## config.mk

```make
export PLATFORM = sky130hd
export DESIGN_NAME = mhpq_ctrl
export DESIGN_NICKNAME = d
export VERILOG_FILES = /design/src/rtl/mhpq_pkg.sv /design/src/rtl/mhpq_ctrl.sv
export SDC_FILE = /design/constraint.sdc
export NUM_CORES = 1
export LEC_CHECK = 0
export BUFFER_PORTS_ARGS = -buffer_cell sky130_fd_sc_hd__clkbuf_2
export CAP_MARGIN = 20
export CORE_AREA = 5 5 42 44
export DETAILED_ROUTE_END_ITERATION = 7
export DIE_AREA = 0 0 47 49
export GPL_ROUTABILITY_DRIVEN = 0
export PLACE_DENSITY_LB_ADDON = 0.3
export RECOVER_POWER = 25
export SLEW_MARGIN = 5
export SYNTH_ARGS = -nofsm -noshare
export SYNTH_HDL_FRONTEND = slang
export SYNTH_SLANG_ARGS = --single-unit
```

## constraint.sdc

```tcl
create_clock -name i_clk -period 1.35 [get_ports i_clk]
set_input_delay 0.2025 -clock i_clk [delete_from_list [all_inputs] [get_ports i_clk]]
set_output_delay 0.2025 -clock i_clk [all_outputs]
set_load 0.1 [all_outputs]
```

## src/rtl/mhpq_pkg.sv

```systemverilog
`timescale 1ns / 1ps

package mhpq_pkg;

    // Heap geometry
    localparam int CAPACITY    = 1024;
    localparam int ADDR_W      = $clog2(CAPACITY);
    localparam int CNT_W       = $clog2(CAPACITY + 1);
    localparam int CHILD_W     = CNT_W + 1;

    // Beat field widths
    localparam int KEY_W       = 32;
    localparam int OUT_CNT_W   = 11;

    // Operation codes
    localparam logic OP_PUSH   = 1'b0;
    localparam logic OP_POP    = 1'b1;

    // Controller to datapath commands
    typedef struct packed {
        logic start;       // latch the accepted beat, update the count
        logic fetch_last;  // read the last entry for a pop
        logic take_last;   // capture the last entry as the moving key
        logic place;       // write the moving key at the current hole
        logic issue;       // read parent or children of the hole
        logic eval;        // compare, then move one entry and advance the hole, or place the key
        logic out_load;    // load the result register
    } t_cmd;

    // Datapath to controller status
    typedef struct packed {
        logic op;          // latched operation
        logic rej;         // operation was ignored
        logic empty;       // no entries stored
        logic at_end;      // hole is at the root (push) or a leaf (pop)
        logic stop;        // sift ends on this compare
    } t_stat;

endpackage

```

## src/rtl/mhpq_ctrl.sv

```systemverilog
`timescale 1ns / 1ps

module mhpq_ctrl (
    input  logic            i_clk,
    input  logic            i_rst_n,
    input  logic            i_in_valid,
    output logic            o_in_ready,
    output logic            o_out_valid,
    input  logic            i_out_ready,
    input  mhpq_pkg::t_stat i_stat,
    output mhpq_pkg::t_cmd  o_cmd
);

    typedef enum logic [2:0] {
        S_IDLE,
        S_ROUTE,
        S_LAST,
        S_READ,
        S_EVAL,
        S_OUT
    } t_state;

    t_state r_state;
    logic   r_out_valid;
    logic   w_out_free;

    assign w_out_free  = !r_out_valid || i_out_ready;
    assign o_in_ready  = (r_state == S_IDLE);
    assign o_out_valid = r_out_valid;

    // Command decode
    always_comb begin
        o_cmd            = '0;
        o_cmd.start      = (r_state == S_IDLE) && i_in_valid;
        o_cmd.fetch_last = (r_state == S_ROUTE) && !i_stat.rej
                           && (i_stat.op == mhpq_pkg::OP_POP) && !i_stat.empty;
        o_cmd.take_last  = (r_state == S_LAST);
        o_cmd.place      = (r_state == S_READ) && i_stat.at_end;
        o_cmd.issue      = (r_state == S_READ) && !i_stat.at_end;
        o_cmd.eval       = (r_state == S_EVAL);
        o_cmd.out_load   = (r_state == S_OUT) && w_out_free;
    end

    // Sequencer and result valid
    always_ff @(posedge i_clk) begin
        if (!i_rst_n) begin
            r_state     <= S_IDLE;
            r_out_valid <= 1'b0;
        end else begin
            // Set on load, cleared once the beat is taken
            if (o_cmd.out_load) begin
                r_out_valid <= 1'b1;
            end else if (r_out_valid && i_out_ready) begin
                r_out_valid <= 1'b0;
            end
            case (r_state)
                S_IDLE: begin
                    if (i_in_valid) begin
                        r_state <= S_ROUTE;
                    end
                end
                S_ROUTE: begin
                    if (i_stat.rej) begin
                        r_state <= S_OUT;
                    end else if (i_stat.op == mhpq_pkg::OP_PUSH) begin
                        r_state <= S_READ;
                    end else if (i_stat.empty) begin
                        r_state <= S_OUT;
                    end else begin
                        r_state <= S_LAST;
                    end
                end
                S_LAST: begin
                    r_state <= S_READ;
                end
                S_READ: begin
                    r_state <= i_stat.at_end ? S_OUT : S_EVAL;
                end
                S_EVAL: begin
                    r_state <= i_stat.stop ? S_OUT : S_READ;
                end
                S_OUT: begin
                    if (w_out_free) begin
                        r_state <= S_IDLE;
                    end
                end
                default: begin
                    r_state <= S_IDLE;
                end
            endcase
        end
    end

`ifndef ASSERT_OFF
    // A new beat is only taken with the sequencer at rest
    a_start_idle: assert property (@(posedge i_clk) disable iff (!i_rst_n)
        o_cmd.start |=> (r_state == S_ROUTE))
        else $error("start did not enter route");

    // A result is never loaded over one that is still pending
    a_no_overwrite: assert property (@(posedge i_clk) disable iff (!i_rst_n)
        o_cmd.out_load |-> (!r_out_valid || i_out_ready))
        else $error("result overwritten");
`endif

endmodule

```

Word level (Yosys, flattened, before mapping)
Index checks and enable logic that the tools add are counted.
{"block": "totals", "regBits": 4, "inputBits": 9, "out_inout_bits": 9, "wordCells": 35}
{"block": "op_classes", "n_eq_ne": 7, "n_mux": 10, "reduce_logical": 16}
{"operator": "3-bit two-way mux", "n": 6}
{"operator": "3-bit case mux with 6 select lines", "n": 1}
{"operator": "1-bit logical AND", "n": 8}
{"operator": "3-bit by 2-bit equality test with 1-bit output (second input constant)", "n": 2}
{"operator": "3-bit equality test (second input constant)", "n": 2}
{"operator": "1-bit zero test", "n": 4}
{"operator": "2-bit inequality test (second input constant)", "n": 2}
{"operator": "3-bit by 1-bit equality test with 1-bit output (second input constant)", "n": 1}
{"operator": "3-bit zero test", "n": 1}
{"operator": "1-bit two-way mux", "n": 3}
{"operator": "2-bit AND reduction", "n": 1}
{"operator": "2-bit nonzero test", "n": 1}
{"operator": "1-bit logical OR", "n": 1}

Longest topological paths before layout
{"block": "logic_depth", "depth_word": 4, "depth_mapped": 4, "depth_no_buf": 3}

Worst setup path after synthesis
No wires, ideal clock.
{"block": "synth_path", "path_kind": "reg-to-output", "startpoint": "register r_state[0]", "endpoint": "output o_cmd[6] in the netlist's numbering", "t_arrival_ns": 3.498, "required_time_ns": 1.148, "slack_ns": -2.350, "stages_incl_launch_ff": 4, "n_path_buf": 1, "cell_sequence": "dfxtp_1 -> buf_6 -> nor3_1 -> and2_1"}
{"item": "from (decl)", "line": "mhpq_ctrl.sv:23", "source": "t_state r_state;"}
{"item": "from (signal assigned)", "line": "mhpq_ctrl.sv:77", "source": "r_state <= i_stat.at_end ? S_OUT : S_EVAL;"}
{"item": "from (signal assigned)", "line": "mhpq_ctrl.sv:80", "source": "r_state <= i_stat.stop ? S_OUT : S_READ;"}
{"item": "to (decl)", "line": "mhpq_ctrl.sv:11", "source": "output mhpq_pkg::t_cmd o_cmd"}

==> flow_summary_export.csv <==
group,metric,value,unit
clock_tree,cts_tree,"yes",
grt,grt_max_degree,12,
final_layout,final_cells,82,
sta,hold-worst-slack,0.2327,ns
status,violations,"setup timing",
power,p_seq_share,17.6,%
grt,grtUsageTotal,9.993,%
sta,finalHoldViolCount,0,
setup_path,crit_type,"flip-flop to output pin",
sta,max_clock_freq,581.0,MHz
sta,slew_headroom,64.26,%
grt,antenna_found_initial,0,
power,total_power,0.7980,mW
setup_path,crit_path_end_kind,"output pin",
clock_tree,postCtsHoldBufs,0,
placed_design,port_buffers,17,
clock_tree,cts.clk_slew.worst_paths,0.04,ns
final_layout,final_util,54.02,%
power,total_leakage_power,0.3178,nW
sta,fin_crit_sh,127.5,%
clock_tree,cts_buffer_depth,2,
setup_path,crit_required,1.15,ns
setup_path,r2r_cells,5,
drt,firstDrtPassIters,1,
grt,grt_pass1_wl,1656,um
die,design.core.area,1401,um^2
placed_design,dp_hpwl,732.3,um
setup_path,cp_max_fo,2,
clock_tree,cts-root-buf,"clkbuf_4",
grt,overflow,0,
die,die_area,2303,um^2
placed_design,dp_cells,73,
clock_tree,clock_latency,0.24,ns
setup_path,crit_path_end,"o_cmd[5]",
setup_path,cp-start-kind,"flip-flop",
clock_tree,numCtsBuffers,3,
sta,finalClockSkew,0.002162,ns
die,die_w,47,um
flow_run,maxCapViolations,0,
die,io_pins,18,
drt,post-route-drc-count,0,
die,dieHeight,49,um
synth,synth_cells,37,
synth,yosysWarnings,0,
power,power.switching,0.3408,mW
final_layout,drive_above_1_share,77.27,%
drt,routed_via_density,4.780,
synth,synth_nets,46,
die,initial_core_util,23.21,%
drt,num_vias,392,
clock_tree,cts.htree.levels,1,
synth,synth_seq_area_share,24.62,%
setup_path,r2r_setup_slack,0.04,ns
drt,drtAntennaViolNets,0,
sta,finalCriticalPeriod,1.721,ns
final_layout,antennaDiodeCount,0,
drt,drt_iter0_drc,0,
worst_hold_path,hold_path_class,"input port to flip-flop",
power,pwr-share-clk,19.1,%
setup_path,cp.arrival,1.52,ns
power,peakVddDrop,0.7147,mV
drt,avgRoutedWirePerCell,12.71,um
synth,ys_seq_elements,4,
grt,first_global_vias,388,
setup_path,reg2reg_from,"r_state[1]",
die,num_rows,14,
status,status,"finished with violations",
final_layout,num-nets-final,77,
clock_tree,cts_sinks,4,
synth,avgSynthCellArea,8.792,um^2
sta,grt_setup_unrepaired,"yes",
power,comb_power_share,63.4,%
setup_path,crit_start,"r_state[2]",
sta,timing.final.ws_setup,-0.3712,ns
sta,tightest_slew,0.5384,ns
drt,wirelength,1042,um
setup_path,r2r-end,"r_state[0]",
final_layout,area_delta_synth_final,132.7,%
power,p_sw_share,42.70,%
final_layout,most-common-layout-cells,"9 x clkbuf_2, 9 x buf_12, 6 x buf_4, 4 x dfxtp_2, 4 x buf_6",
power,power.density,1054,nW/um^2
synth,synth_area,325.3,um^2
power,p_int,0.4572,mW
sta,slew_viol_final,0,
sta,final-setup-viol-count,8,
synth,synth.distinct_cells,24,
## logic make-up after synthesis
| kind of cell | count (synthesis) | share of synthesized area, % |
|---|---|---|
| AO/OA/AOI/OAI | 10 | 21.92 |
| buffers and inverters | 3 | 9.231 |
| flip-flops | 4 | 24.62 |
| AND/OR/NAND/NOR | 20 | 44.23 |
## synthesized netlist by cell type, drive strengths merged
library cell	n	area share [%]
a21oi	3	5.8
o21a	1	2.3
o2bb2ai	1	2.7
nor3b	4	11
nor2	3	3.5
nand2b	2	3.8
a211oi	2	4.6
nand3	1	1.5
and4b	1	3.1
nand3b	1	2.3
and2	2	3.8
nor3	1	1.5
or3b	2	5.4
o31a	1	2.7
or4	1	2.3
dfxtp	4	25
a21boi	1	2.3
buf	3	9.2
or4b	1	4.2
nor2b	1	1.9
o21ai	1	1.5
## registers in the layout (all words and copies together) (netlist names)
register and flops:
r_state 3, o_out_valid 1
## cell type report
class	instances	area, um^2
timing repair buffer	29	330.3
clock buffer	3	22.52
tap	16	20.02
sequential	4	85.08
fill	123	644.4
multi-input combinational	30	299.0
## metal layers
metal  vias to the layer above  part of all wire [%]  global-route usage, %
met5                         -                     0                      0
met3                         0                   6.0                  5.904
met4                         0                     0                  4.147
met1                       183                    41                  12.06
met2                        13                    53                  14.03
li1                        196                     -                      -
## worst max-delay path, stage by stage, from the launching register on
cell	delay [ns]
dfxtp_2	0.31
or4b_4	0.53
nor3b_4	0.24
buf_12	0.20
## what timing repair did
item                                    in CTS  in global routing
pin swaps                                    7                  9
buffers inserted                             3                  4
gates cloned                                 1                  0
endpoints found under the setup margin       8                 11
resized for setup                           10                  5
## power by group through the flow
stage / clock (mW) / combinational, mW / sequential, mW
6_report: 0.152 / 0.506 / 0.140
5_1_grt: 0.175 / 0.527 / 0.141
4_1_cts: 0.159 / 0.501 / 0.139
3_5_place_dp: 0 / 0.434 / 0.139
3_3_place_gp: 0 / 0.431 / 0.139
2_1_floorplan: 0 / 0.276 / 0.153
## worst min path at each step
stage,start,endpoint,slack [ns],cells after the start
final,i_rst_n,r_state[2],0.23,2
after detailed placement,i_rst_n,r_state[2],0.47,2
after CTS,i_rst_n,r_state[2],0.22,2
after global routing,i_rst_n,r_state[0],0.25,2
after global placement,i_rst_n,r_state[2],0.48,2
after floorplan,i_rst_n,r_state[0],0.32,1
## stage by stage
stage          setup TNS, ns  area, um^2  worst slack [ns]
4_1_cts               -1.300       743.2           -0.3805
3_3_place_gp         -0.1132       625.6           -0.1132
3_5_place_dp         -0.1221       625.6           -0.1221
5_1_grt               -1.751       757.0           -0.4201
6_report              -1.329       757.0           -0.3712
2_1_floorplan         -2.361       382.9           -0.5996
No activity file was read; power rests on OpenSTA's default activity.
